**src/design/nmacl_pkg.sv**
```systemverilog
// ---------------------------------------------------------------------------
// nmacl_pkg: shared types and codes of the network mask access list
// operation codes, result status codes and the entry, comparator key and result records
// ---------------------------------------------------------------------------
package nmacl_pkg;

    localparam int AddrW       = 32;
    localparam int OpW         = 2;
    localparam int StatusW     = 2;
    localparam int EntryCountW = 5;

    localparam logic [OpW-1:0] OP_ADD   = 2'd0;
    localparam logic [OpW-1:0] OP_CHECK = 2'd1;
    localparam logic [OpW-1:0] OP_CLEAR = 2'd2;

    localparam logic [StatusW-1:0] ST_ADDED     = 2'd0;
    localparam logic [StatusW-1:0] ST_DUPLICATE = 2'd1;
    localparam logic [StatusW-1:0] ST_FULL      = 2'd2;
    localparam logic [StatusW-1:0] ST_DONE      = 2'd3;

    // one table row
    typedef struct packed {
        logic [AddrW-1:0] net;
        logic [AddrW-1:0] mask;
    } t_entry;

    // operands held for the shared comparator
    typedef struct packed {
        logic             add;
        logic [AddrW-1:0] net;
        logic [AddrW-1:0] mask;
        logic [AddrW-1:0] addr;
    } t_cmp_key;

    // one result item
    typedef struct packed {
        logic [StatusW-1:0]     status;
        logic                   allowed;
        logic [EntryCountW-1:0] entry_count;
    } t_result;

endpackage

```
**src/design/nmacl_store.sv**
```systemverilog
// ---------------------------------------------------------------------------
// nmacl_store: entry table memory
// one write port and one read port with registered read data
// ---------------------------------------------------------------------------
module nmacl_store #(
    parameter int DEPTH = 16,
    parameter int IDX_W = 4
) (
    input  logic                 i_clk,
    input  logic                 i_wr_en,
    input  logic [IDX_W-1:0]     i_wr_addr,
    input  nmacl_pkg::t_entry    i_wr_entry,
    input  logic                 i_rd_en,
    input  logic [IDX_W-1:0]     i_rd_addr,
    output nmacl_pkg::t_entry    o_rd_entry
);
    import nmacl_pkg::*;

    t_entry r_mem [0:DEPTH-1];
    t_entry r_rd_entry;

    always_ff @(posedge i_clk) begin
        if (i_wr_en) begin
            r_mem[i_wr_addr] <= i_wr_entry;
        end
    end

    always_ff @(posedge i_clk) begin
        if (i_rd_en) begin
            r_rd_entry <= r_mem[i_rd_addr];
        end
    end

    assign o_rd_entry = r_rd_entry;

endmodule

```
**src/design/nmacl_cmp.sv**
```systemverilog
// ---------------------------------------------------------------------------
// nmacl_cmp: shared entry comparator
// one 64-bit equality used for the duplicate test and the address match
// ---------------------------------------------------------------------------
module nmacl_cmp (
    input  nmacl_pkg::t_cmp_key i_key,
    input  nmacl_pkg::t_entry   i_entry,
    output logic                o_match
);
    import nmacl_pkg::*;

    logic [2*AddrW-1:0] lhs;
    logic [2*AddrW-1:0] rhs;

    always_comb begin
        if (i_key.add) begin
            // exact pair
            lhs = {i_entry.net, i_entry.mask};
            rhs = {i_key.net, i_key.mask};
        end else begin
            // client address under the entry mask
            lhs = {i_entry.net & i_entry.mask, {AddrW{1'b0}}};
            rhs = {i_key.addr & i_entry.mask, {AddrW{1'b0}}};
        end
    end

    assign o_match = (lhs == rhs);

endmodule

```
**src/design/nmacl_ctrl.sv**
```systemverilog
// ---------------------------------------------------------------------------
// nmacl_ctrl: sequencer of the access list
// walks the stored entries through the comparator, keeps the fill count
// and holds the result item until it is taken
// ---------------------------------------------------------------------------
module nmacl_ctrl #(
    parameter int MAX_ENTRIES = 16,
    parameter int IDX_W       = 4,
    parameter int CNT_W       = 5
) (
    input  logic                        i_clk,
    input  logic                        i_rst_n,
    input  logic                        i_valid,
    output logic                        o_ready,
    input  logic [nmacl_pkg::OpW-1:0]   i_op,
    input  logic [nmacl_pkg::AddrW-1:0] i_addr,
    input  logic [nmacl_pkg::AddrW-1:0] i_mask,
    input  logic                        i_cred,
    output logic                        o_rd_en,
    output logic [IDX_W-1:0]            o_rd_addr,
    output logic                        o_wr_en,
    output logic [IDX_W-1:0]            o_wr_addr,
    output nmacl_pkg::t_entry           o_wr_entry,
    output nmacl_pkg::t_cmp_key         o_key,
    input  logic                        i_match,
    output logic                        o_res_valid,
    input  logic                        i_res_ready,
    output nmacl_pkg::t_result          o_res
);
    import nmacl_pkg::*;

    localparam logic [1:0] S_IDLE   = 2'd0;
    localparam logic [1:0] S_WALK   = 2'd1;
    localparam logic [1:0] S_FINISH = 2'd2;

    localparam logic [CNT_W-1:0] CntMax = CNT_W'(MAX_ENTRIES);

    logic [1:0]       r_state, n_state;
    logic [OpW-1:0]   r_op, n_op;
    logic [AddrW-1:0] r_addr, n_addr;
    logic [AddrW-1:0] r_mask, n_mask;
    logic [AddrW-1:0] r_net, n_net;
    logic [CNT_W-1:0] r_count, n_count;
    logic [CNT_W-1:0] r_pos, n_pos;
    logic             r_rd_vld, n_rd_vld;
    logic             r_hit, n_hit;
    logic             r_o_valid, n_o_valid;
    t_result          r_res, n_res;

    logic accept;
    logic issue;
    logic out_free;
    logic full;

    assign accept   = i_valid && (r_state == S_IDLE);
    assign issue    = (r_state == S_WALK) && (r_pos < r_count);
    assign out_free = !r_o_valid || i_res_ready;
    assign full     = (r_count >= CntMax);

    assign o_ready   = (r_state == S_IDLE);
    assign o_rd_en   = issue;
    assign o_rd_addr = r_pos[IDX_W-1:0];
    assign o_wr_addr = r_count[IDX_W-1:0];
    assign o_wr_entry = '{net: r_net, mask: r_mask};
    assign o_wr_en   = (r_state == S_FINISH) && out_free && (r_op == OP_ADD)
                       && !r_hit && !full;
    assign o_key     = '{add: (r_op == OP_ADD), net: r_net, mask: r_mask, addr: r_addr};
    assign o_res_valid = r_o_valid;
    assign o_res       = r_res;

    always_comb begin
        n_state   = r_state;
        n_op      = r_op;
        n_addr    = r_addr;
        n_mask    = r_mask;
        n_net     = r_net;
        n_count   = r_count;
        n_pos     = r_pos;
        n_rd_vld  = 1'b0;
        n_hit     = r_hit;
        n_o_valid = r_o_valid && !i_res_ready;
        n_res     = r_res;

        unique case (r_state)
            S_IDLE: begin
                if (accept) begin
                    n_op   = i_op;
                    n_addr = i_addr;
                    n_mask = i_mask;
                    n_net  = i_addr & i_mask;
                    n_pos  = '0;
                    n_hit  = 1'b0;
                    if ((i_op == OP_ADD || i_op == OP_CHECK) && r_count != '0) begin
                        n_state = S_WALK;
                    end else begin
                        n_state = S_FINISH;
                    end
                end
            end
            S_WALK: begin
                if (issue) begin
                    n_pos = r_pos + 1'b1;
                end
                n_rd_vld = issue;
                if (r_rd_vld && i_match) begin
                    n_hit    = 1'b1;
                    n_rd_vld = 1'b0;
                    n_state  = S_FINISH;
                end else if (!issue) begin
                    n_state = S_FINISH;
                end
            end
            S_FINISH: begin
                if (out_free) begin
                    n_res.allowed = 1'b0;
                    n_res.status  = ST_DONE;
                    unique case (r_op)
                        OP_ADD: begin
                            if (r_hit) begin
                                n_res.status = ST_DUPLICATE;
                            end else if (full) begin
                                n_res.status = ST_FULL;
                            end else begin
                                n_res.status = ST_ADDED;
                                n_count      = r_count + 1'b1;
                            end
                        end
                        OP_CHECK: begin
                            n_res.allowed = r_hit || (r_count == '0 && i_cred);
                        end
                        OP_CLEAR: begin
                            n_count = '0;
                        end
                        default: begin
                        end
                    endcase
                    n_res.entry_count = EntryCountW'(n_count);
                    n_o_valid         = 1'b1;
                    n_state           = S_IDLE;
                end
            end
            default: begin
                n_state = S_IDLE;
            end
        endcase
    end

    always_ff @(posedge i_clk) begin
        if (!i_rst_n) begin
            r_state   <= S_IDLE;
            r_count   <= '0;
            r_pos     <= '0;
            r_rd_vld  <= 1'b0;
            r_hit     <= 1'b0;
            r_o_valid <= 1'b0;
        end else begin
            r_state   <= n_state;
            r_count   <= n_count;
            r_pos     <= n_pos;
            r_rd_vld  <= n_rd_vld;
            r_hit     <= n_hit;
            r_o_valid <= n_o_valid;
        end
    end

    always_ff @(posedge i_clk) begin
        r_op   <= n_op;
        r_addr <= n_addr;
        r_mask <= n_mask;
        r_net  <= n_net;
        r_res  <= n_res;
    end

    // an accepted item blocks the input until its result is loaded
    a_busy_after_accept: assert property (@(posedge i_clk) disable iff (!i_rst_n)
        accept |=> (r_state != S_IDLE))
        else $error("input accepted twice in a row");

    // fill count stays within the table
    a_count_range: assert property (@(posedge i_clk) disable iff (!i_rst_n)
        (r_state == S_WALK) |-> (r_count <= CntMax && r_pos <= r_count))
        else $error("walk position or count out of range");

    // a stored add bumps the count by one and posts a result
    a_add_count: assert property (@(posedge i_clk) disable iff (!i_rst_n)
        o_wr_en |=> (r_count == $past(r_count) + 1'b1) && r_o_valid)
        else $error("add did not advance the count");

    // compare data only follows a read in the walk
    a_rd_vld_walk: assert property (@(posedge i_clk) disable iff (!i_rst_n)
        r_rd_vld |-> ($past(r_state) == S_WALK) && ($past(o_rd_en)))
        else $error("compare without a read");

    // clear empties the table
    a_clear: assert property (@(posedge i_clk) disable iff (!i_rst_n)
        (r_state == S_FINISH && out_free && r_op == OP_CLEAR) |=>
            (r_count == '0 && r_o_valid))
        else $error("clear left entries");

endmodule

```
**src/design/network_mask_access_list_core.sv**
```systemverilog
// ---------------------------------------------------------------------------
// network_mask_access_list_core: ipv4 network and mask access list
// stores allowed network/mask pairs, skips duplicates and checks client
// addresses against every entry with one shared comparator
// ---------------------------------------------------------------------------
//  channel  | direction | handshake              | content
//  ---------+-----------+------------------------+-------------------------------
//  s        | in        | i_s_tvalid/o_s_tready  | tuser op, tdata address,netmask
//  m        | out       | o_m_tvalid/i_m_tready  | tuser status, tdata allowed,count
//  cfg      | in        | i_cfg_we               | credentials_enabled
//
//  add and check read and compare the stored entries one after another until
//  a match or the last entry: one table read and one compare per entry
//  through the single memory read port and the shared comparator
//  clear, an unused op and items on an empty table skip the table walk
//  reset (synchronous, active low) empties the table and drops the credentials
//  flag; table contents are not cleared, only rows below the count are read
//  a result waits in the output register; a stall there holds the sequencer
//  in its final step and the next item is not taken until the result is loaded
// ---------------------------------------------------------------------------
module network_mask_access_list_core #(
    parameter int MAX_ENTRIES = 16
) (
    input  logic        i_clk,
    input  logic        i_rst_n,
    // slave side
    input  logic        i_s_tvalid,
    output logic        o_s_tready,
    input  logic [63:0] i_s_tdata,   // [31:0] address, [63:32] netmask
    input  logic [1:0]  i_s_tuser,   // [1:0] op
    // master side
    output logic        o_m_tvalid,
    input  logic        i_m_tready,
    output logic [7:0]  o_m_tdata,   // [0] allowed, [5:1] entry_count, [7:6] zero
    output logic [1:0]  o_m_tuser,   // [1:0] status
    // configuration
    input  logic        i_cfg_we,
    input  logic        i_cfg_wdata  // credentials_enabled
);
    import nmacl_pkg::*;

    localparam int IdxW = (MAX_ENTRIES > 1) ? $clog2(MAX_ENTRIES) : 1;
    localparam int CntW = $clog2(MAX_ENTRIES + 1);

    // credentials mode register
    logic r_cred;

    always_ff @(posedge i_clk) begin
        if (!i_rst_n) begin
            r_cred <= 1'b0;
        end else if (i_cfg_we) begin
            r_cred <= i_cfg_wdata;
        end
    end

    // table access
    logic            rd_en;
    logic [IdxW-1:0] rd_addr;
    logic            wr_en;
    logic [IdxW-1:0] wr_addr;
    t_entry          wr_entry;
    t_entry          rd_entry;

    // comparator
    t_cmp_key key;
    logic     match;

    // result
    logic    res_valid;
    t_result res;

    nmacl_ctrl #(
        .MAX_ENTRIES (MAX_ENTRIES),
        .IDX_W       (IdxW),
        .CNT_W       (CntW)
    ) u_ctrl (
        .i_clk       (i_clk),
        .i_rst_n     (i_rst_n),
        .i_valid     (i_s_tvalid),
        .o_ready     (o_s_tready),
        .i_op        (i_s_tuser),
        .i_addr      (i_s_tdata[31:0]),
        .i_mask      (i_s_tdata[63:32]),
        .i_cred      (r_cred),
        .o_rd_en     (rd_en),
        .o_rd_addr   (rd_addr),
        .o_wr_en     (wr_en),
        .o_wr_addr   (wr_addr),
        .o_wr_entry  (wr_entry),
        .o_key       (key),
        .i_match     (match),
        .o_res_valid (res_valid),
        .i_res_ready (i_m_tready),
        .o_res       (res)
    );

    nmacl_store #(
        .DEPTH (MAX_ENTRIES),
        .IDX_W (IdxW)
    ) u_store (
        .i_clk      (i_clk),
        .i_wr_en    (wr_en),
        .i_wr_addr  (wr_addr),
        .i_wr_entry (wr_entry),
        .i_rd_en    (rd_en),
        .i_rd_addr  (rd_addr),
        .o_rd_entry (rd_entry)
    );

    // registered row against the held operands
    nmacl_cmp u_cmp (
        .i_key   (key),
        .i_entry (rd_entry),
        .o_match (match)
    );

    // output packing
    assign o_m_tvalid = res_valid;
    assign o_m_tuser  = res.status;
    assign o_m_tdata  = {2'b00, res.entry_count, res.allowed};

endmodule

```
**config.mk**
```make
export PLATFORM = sky130hd
export DESIGN_NAME = network_mask_access_list_core
export DESIGN_NICKNAME = d
export VERILOG_FILES = /design/src/design/nmacl_pkg.sv /design/src/design/nmacl_store.sv /design/src/design/nmacl_cmp.sv /design/src/design/nmacl_ctrl.sv /design/src/design/network_mask_access_list_core.sv
export SDC_FILE = /design/constraint.sdc
export NUM_CORES = 1
export LEC_CHECK = 0
export BUFFER_PORTS_ARGS = -buffer_cell sky130_fd_sc_hd__clkbuf_2
export CAP_MARGIN = 15
export CORE_UTILIZATION = 35
export CTS_CLUSTER_DIAMETER = 30
export DETAILED_ROUTE_END_ITERATION = 7
export MAX_ROUTING_LAYER = met4
export SLEW_MARGIN = 20
export SYNTH_ARGS = -nofsm -noshare
export SYNTH_HDL_FRONTEND = slang
export SYNTH_SLANG_ARGS = --single-unit
```
**constraint.sdc**
```tcl
create_clock -name i_clk -period 7.5 [get_ports i_clk]
set_input_delay 0.75 -clock i_clk [delete_from_list [all_inputs] [get_ports i_clk]]
set_output_delay 0.75 -clock i_clk [all_outputs]
set_load 0.05 [all_outputs]
```
Yosys cells after proc, flatten, opt, wreduce, memory -nomap -nowiden
Memory sizes are Yosys's and may differ from the RTL's. A register that Yosys moved wholly into a read port is not among the register bits.
Index checks and enable logic that the tools add are counted.
Word-level totals
  output and inout port bits: 12
  register bits: 122
  bits of input ports: 72
  memory bits (writable): 1024
  word-level logic and storage cells: 90
  memories: 1
Memory list
  u_store.r_mem: depth 16, width 64, rd ports 1, clocked after Yosys merged registers in 1, write ports 1, RTL line nmacl_store.sv:19  | t_entry r_mem [0:DEPTH-1];
Cells by class
  eq/ne operators: 11
  magnitude comparators: 2
  reduce and logical (&&, ||, !) cells: 30
  $add $sub $neg: 2
  bitwise logic cells: 6
  mux-type cells: 23
Operators with widths (number)
  $mux W64: 2
  $and A32 B32 Y32: 3
  $eq A64 B64 Y1: 1
  $mux W5: 4
  $pmux W5 S2: 2
  $mux W2: 7
  $add A5 B1 Y5 const B: 2
  $logic_and A1 B1 Y1: 10
  $reduce_and A3 Y1: 3
  $eq A2 B1 Y1 const B: 3
  $logic_not A2 Y1: 3
  $mux W1: 6
  $pmux W2 S3: 1
  $ge A5 B5 Y1 const B: 1
  $logic_not A5 Y1: 1
  $lt A5 B5 Y1: 1
  $reduce_bool A5 Y1: 1
  $eq A2 B2 Y1 const B: 2
  $logic_not A1 Y1: 4
  $ne A2 B1 Y1 const B: 2
  $ne A2 B2 Y1 const B: 2
  $reduce_and A2 Y1: 2
  $logic_or A1 B1 Y1: 3
  $ne A3 B3 Y1 const B: 1
  other kinds (5): 7

Logic depth before layout (Yosys ltp)
  depth in word-level cells: 8
  gate-level depth with buffers: 9

Cells and area by module
Synthesis repeated with hierarchy kept, for this count alone.
Second synthesis, totals
  cells, all modules: 2126
  area total of the unflattened synthesis: 46340.7 µm²
Modules (own cells, without submodules)
  nmacl_store: times used 1, sequential area each 32671.3 µm², cells each 1647, area an instance 40222.3 µm²
  nmacl_ctrl: times used 1, sequential area each 3483.3 µm², cells each 331, area an instance 4878.4 µm²
  nmacl_cmp: times used 1, sequential area each 0.0 µm², cells each 142, area an instance 1184.9 µm²
  network_mask_access_list_core: times used 1, sequential area each 20.0 µm², cells each 6, area an instance 55.1 µm²

Worst setup path after synthesis
No wires, ideal clock.
  path type: register to register
  start: register u_ctrl.r_op[1]
  end: memory u_store.r_mem[0][0] in the netlist's numbering, enable pin
  setup slack: 1031 ps
  buffers on the path: 1
  stages on the path, launching flop included: 7
  data arrival time: 5904 ps
  cell sequence: edfxtp_1 -> nor2_1 -> clkbuf_1 -> nand2_1 -> nor3_1 -> nand2_1 -> nor3_1
On the way
  word-level cells in the longest chain between the ends: 6
Ends and longest elaborated chain
  start, declared: RTL line nmacl_ctrl.sv:39  | logic [OpW-1:0] r_op, n_op;
  start signal, assigned: RTL line nmacl_ctrl.sv:167  | r_op <= n_op;
  $logic_not A2 Y1: RTL line nmacl_ctrl.sv:65  | assign o_wr_en = (r_state == S_FINISH) && out_free && (r_op == OP_ADD)
  $logic_and A1 B1 Y1: RTL line nmacl_ctrl.sv:65
  $logic_and A1 B1 Y1 (2 in series): RTL line nmacl_ctrl.sv:66  | && !r_hit && !full;
  $mux W1: RTL line nmacl_store.sv:23  | if (i_wr_en) begin
  $mux W1 (implied by the code): RTL line nmacl_store.sv:24  | r_mem[i_wr_addr] <= i_wr_entry;
  end, declared: RTL line nmacl_store.sv:19
No other way between the ends.

Worst setup path in the final report
  start: register u_ctrl.r_pos[1]
  end: register u_store.o_rd_entry[48] (netlist name)
On the way
  word-level cells in the longest chain between the ends: 2
Ends and longest elaborated chain
  start, declared: RTL line nmacl_ctrl.sv:44  | logic [CNT_W-1:0] r_pos, n_pos;
  start signal, assigned: RTL line nmacl_ctrl.sv:159  | r_pos <= n_pos;
  $lt A5 B5 Y1: RTL line nmacl_ctrl.sv:56  | assign issue = (r_state == S_WALK) && (r_pos < r_count);
  $logic_and A1 B1 Y1: RTL line nmacl_ctrl.sv:56
  net rd_en: RTL line network_mask_access_list_core.sv:57  | logic rd_en;
The timed path passes the listed nets, and every way through them passes these cells.
A chain may end at the register's enable or synchronous reset.

==> summary.md <==
| Metric | Value |
|---|---|
| Slowest stage cell, crit path | `a21boi_4` |
| Crit path max fanout | `50` |
| Final period util | `51.69%` |
| Final min period | `3.877 ns` |
| Port buffer count | `81` |
| Fin nets | `2241` |
| DRC violation total after the first TritonRoute iteration | `2179` |
| Post-synth cell types | `54` |
| Post-synth EDFFs | `1194` |
| Vias in the first global route | `22473` |
| Final setup fails | `0` |
| Commonest cells post-synth | `1194 x edfxtp_1, 320 x mux4_2, 72 x xor2_1` |
| Crit path capture | `u_store.o_rd_entry[48]$_DFFE_PP_` |
| Initial antenna violation count | `3` |
| Largest net degree at the start of global routing | `131` |
| Final std cells w/o fill | `4069` |
| Buf+Inv Stages, Crit Path | `2` |
| Routability cong. | `0.7974` |
| Row count | `132` |
| Cts repair resizes | `0` |
| Hold Crit Start | `i_s_tdata[5]` |
| Crit path from | `u_ctrl.r_pos[1]$_SDFFE_PN0P_` |
| PD cells | `305.3 mW/mm²` |
| Initial Util | `35.39%` |
| Worst reg-to-reg path cell count | `7` |
| DR DRC count | `0` |
| Actual slew at the worst max-slew pin | `1.112 ns` |
| Clk_lat worst skew | `0.80 ns` |
| Nature of the critical path startpoint | `register` |
| CTS Buffer Depth | `3` |
| R2R setup slack | `3.62 ns` |
| Layout area overhead | `20.46%` |
| Final WL | `106100 µm` |
| Fmax | `258.0 MHz` |
| Req. time, crit path | `7.88 ns` |
| Post-route ant nets | `0` |
| Leakage | `17.13 nW` |
| Comb pwr share | `1.5%` |
| Total power | `16.89 mW` |
| Internal power | `13.24 mW` |
| Total GRT Usage | `16.78%` |
| WHS | `0.1415 ns` |
| Post-DP HPWL | `57710 µm` |
| Chip Width | `364.3 µm` |
| Count leader, synth | `edfxtp_1` |
| Seq cells post-synth | `1210` |
| Met3 Usage GRT | `3.285%` |
| Psw | `3.653 mW` |
| DR WL/cell | `26.07 µm` |
| FFs w/ async S/R, synth | `0%` |
| Critical path's most frequent cell | `a21o_1` |
| Slew Limit Fails | `0` |
| Via density | `5.237` |
| Post-synthesis sequential area ratio | `78.75%` |
| Cell breakdown of the critical path | `buf_16 -> ha_1 -> a21o_1 -> a21o_1 -> a21o_1 -> a21boi_4 -> buf_4` |
| Hold Buf Count CTS | `0` |
| 1st-pass router iterations | `5` |
| Post-synth top area cell | `edfxtp_1` |
| Main synth FF type | `edfxtp_1` |
| Post-CTS Setup Inserts | `0` |
| Num CTS Buffers | `193` |
| Final core utilization | `42.63%` |
| Reg-to-Reg Start | `u_ctrl.r_pos[1]$_SDFFE_PN0P_` |
| Critical path endpoint category | `register` |
| Die Footprint | `0.1327 mm²` |
| Worst path arrival time | `4.26 ns` |
| Setup TNS | `0 ns` |
| Die Y | `364.3 µm` |
| Top-area cell type share of the netlist area | `78.05%` |
| Part of the power in registers | `45.6%` |
| MaxCap Viol Count | `0` |
| RSZ-0062 raised after global routing | `false` |
| Top-level I/O count | `84` |
| Layout cell share with drive strength beyond 1 | `34.18%` |
| Global route hottest layer | `met2` |
| Met2 Track Usage GR | `25.81%` |
| Levels on crit path | `7` |
| Mean post-synth cell area | `23.79 µm²` |
| Min-delay worst type | `primary input to register` |
| Sw Share | `21.62%` |
| Clock sinks | `1210` |
| FF-to-FF End | `u_store.o_rd_entry[48]$_DFFE_PP_` |
| Synth Cell Area | `0.04594 mm²` |
| DR vias | `21310` |
| Core area | `0.1298 mm²` |
| Crit path largest cell delay | `0.84 ns` |
| Relative slew margins | `25.70%` |
| H-tree depth | `4` |
| Global-route met1 utilization | `22.58%` |
| Filler Cells Inserted | `11019` |
| Worst Clk Skew | `0.04909 ns` |
| Clk network pwr share | `52.9%` |
| Hold Vio Cnt, Final | `0` |
| First-pass GRT wire length | `155500 µm` |
| Ys Warns | `0` |
| Root Buffer | `clkbuf_16` |
| Mapped Cells | `1931` |
| GR Overflow Total | `0` |
| CTS tree | `built` |
| Synth area leaders | `edfxtp_1 78%, mux4_2 16%, xor2_1 1.4%` |
| Reg clk slew, reported paths | `0.05 ns` |
| VDD IR-drop max | `0.0002196 V` |
| Status | `complete, no violations` |
| Post-placement cell count | `3704` |
| Type of the worst setup path | `register to register` |
| Crit path max-delay family | `compound AO/OA/AOI/OAI gates` |
placed cells by master, fill, tap and decap left out, types with 8 or more instances in the layout:
| cell | n |
|---|---|
| clkbuf_16 | 198 |
| bufinv_16 | 20 |
| clkinv_1 | 22 |
| mux4_2 | 320 |
| nand4_1 | 9 |
| o21ai_0 | 15 |
| clkinv_2 | 24 |
| xnor2_1 | 19 |
| and2_1 | 32 |
| clkbuf_1 | 12 |
| ha_1 | 9 |
| a22oi_1 | 9 |
| nor4_1 | 11 |
| a21oi_1 | 15 |
| nand2_1 | 18 |
| clkinv_4 | 19 |
| xor2_1 | 72 |
| buf_4 | 26 |
| nand3_1 | 10 |
| inv_1 | 8 |
| inv_6 | 31 |
| nor2_1 | 22 |
| edfxtp_1 | 1194 |
| dfxtp_1 | 12 |
| nor2_4 | 12 |
| clkbuf_2 | 81 |
| clkinvlp_4 | 20 |
power by group through the flow:
stage          Sequential [mW]  Clock, mW  Combinational [mW]
6_report                  7.70       8.94               0.251
5_1_grt                   7.71       9.37               0.267
4_1_cts                   7.70       9.06               0.254
3_5_place_dp              7.83          0               0.253
3_3_place_gp              7.82          0               0.249
2_1_floorplan             7.77          0               0.135
sequential cells by signal, summed over array words and instances (netlist names), 5 cells and up:
| name | flops |
|---|---|
| u_ctrl.o_res | 8 |
| u_ctrl.r_addr | 32 |
| u_ctrl.r_count | 5 |
| u_ctrl.r_mask | 32 |
| u_ctrl.r_net | 32 |
| u_ctrl.r_pos | 5 |
| u_store.o_rd_entry | 64 |
| u_store.r_mem | 1024 |
routing by layer:
layer / vias to the layer above / wire [µm] / share of wire [%]
li1: 8753 / - / -
met1: 11576 / 45510 / 43
met2: 841 / 51330 / 48
met3: 140 / 7361 / 6.9
met4: 0 / 1861 / 1.8
met5: - / 0 / 0
cell families after synthesis:
| group | synth area share, % |
|---|---|
| DFF | 78.75 |
| muxes | 15.78 |
| and+or+nand+nor | 1.626 |
| buffers and inverters | 0.9070 |
| xor gates and xnor gates | 1.735 |
| AOI/OAI and AO/OA | 0.9506 |
| adders and majority gates | 0.2451 |
| other | 0.008164 |
per-stage QoR:
step / worst slack, ns / area (µm²)
after floorplan: 1.031 / 45940
after global placement: 3.276 / 48550
after detailed placement: 3.214 / 48570
after CTS: 3.232 / 55260
after global routing: 3.450 / 55330
final: 3.623 / 55330
how the worst min path moves through the flow:
stage / to / cells after the start / slack, ns
floorplan: r_cred$_SDFFE_PN0P_ / 2 / 0.46
global placement: r_cred$_SDFFE_PN0P_ / 2 / 0.51
detailed placement: r_cred$_SDFFE_PN0P_ / 2 / 0.51
CTS: u_ctrl.r_addr[2]$_DFFE_PP_ / 1 / 0.1
global route: u_ctrl.r_addr[5]$_DFFE_PP_ / 1 / 0.11
finish: u_ctrl.r_addr[5]$_DFFE_PP_ / 1 / 0.14
final cells by class:
class	count	area (µm²)	area share, %
antenna	1	2.502	0.004522
clock buffer	210	5000	9.036
clock inverter	151	1683	3.041
inverter	10	40.04	0.07236
multi-input combinational	629	9469	17.11
sequential	1210	36190	65.40
tap	1742	2180	3.939
timing repair buffer	116	770.7	1.393
(Power assumes the default switching activity.)
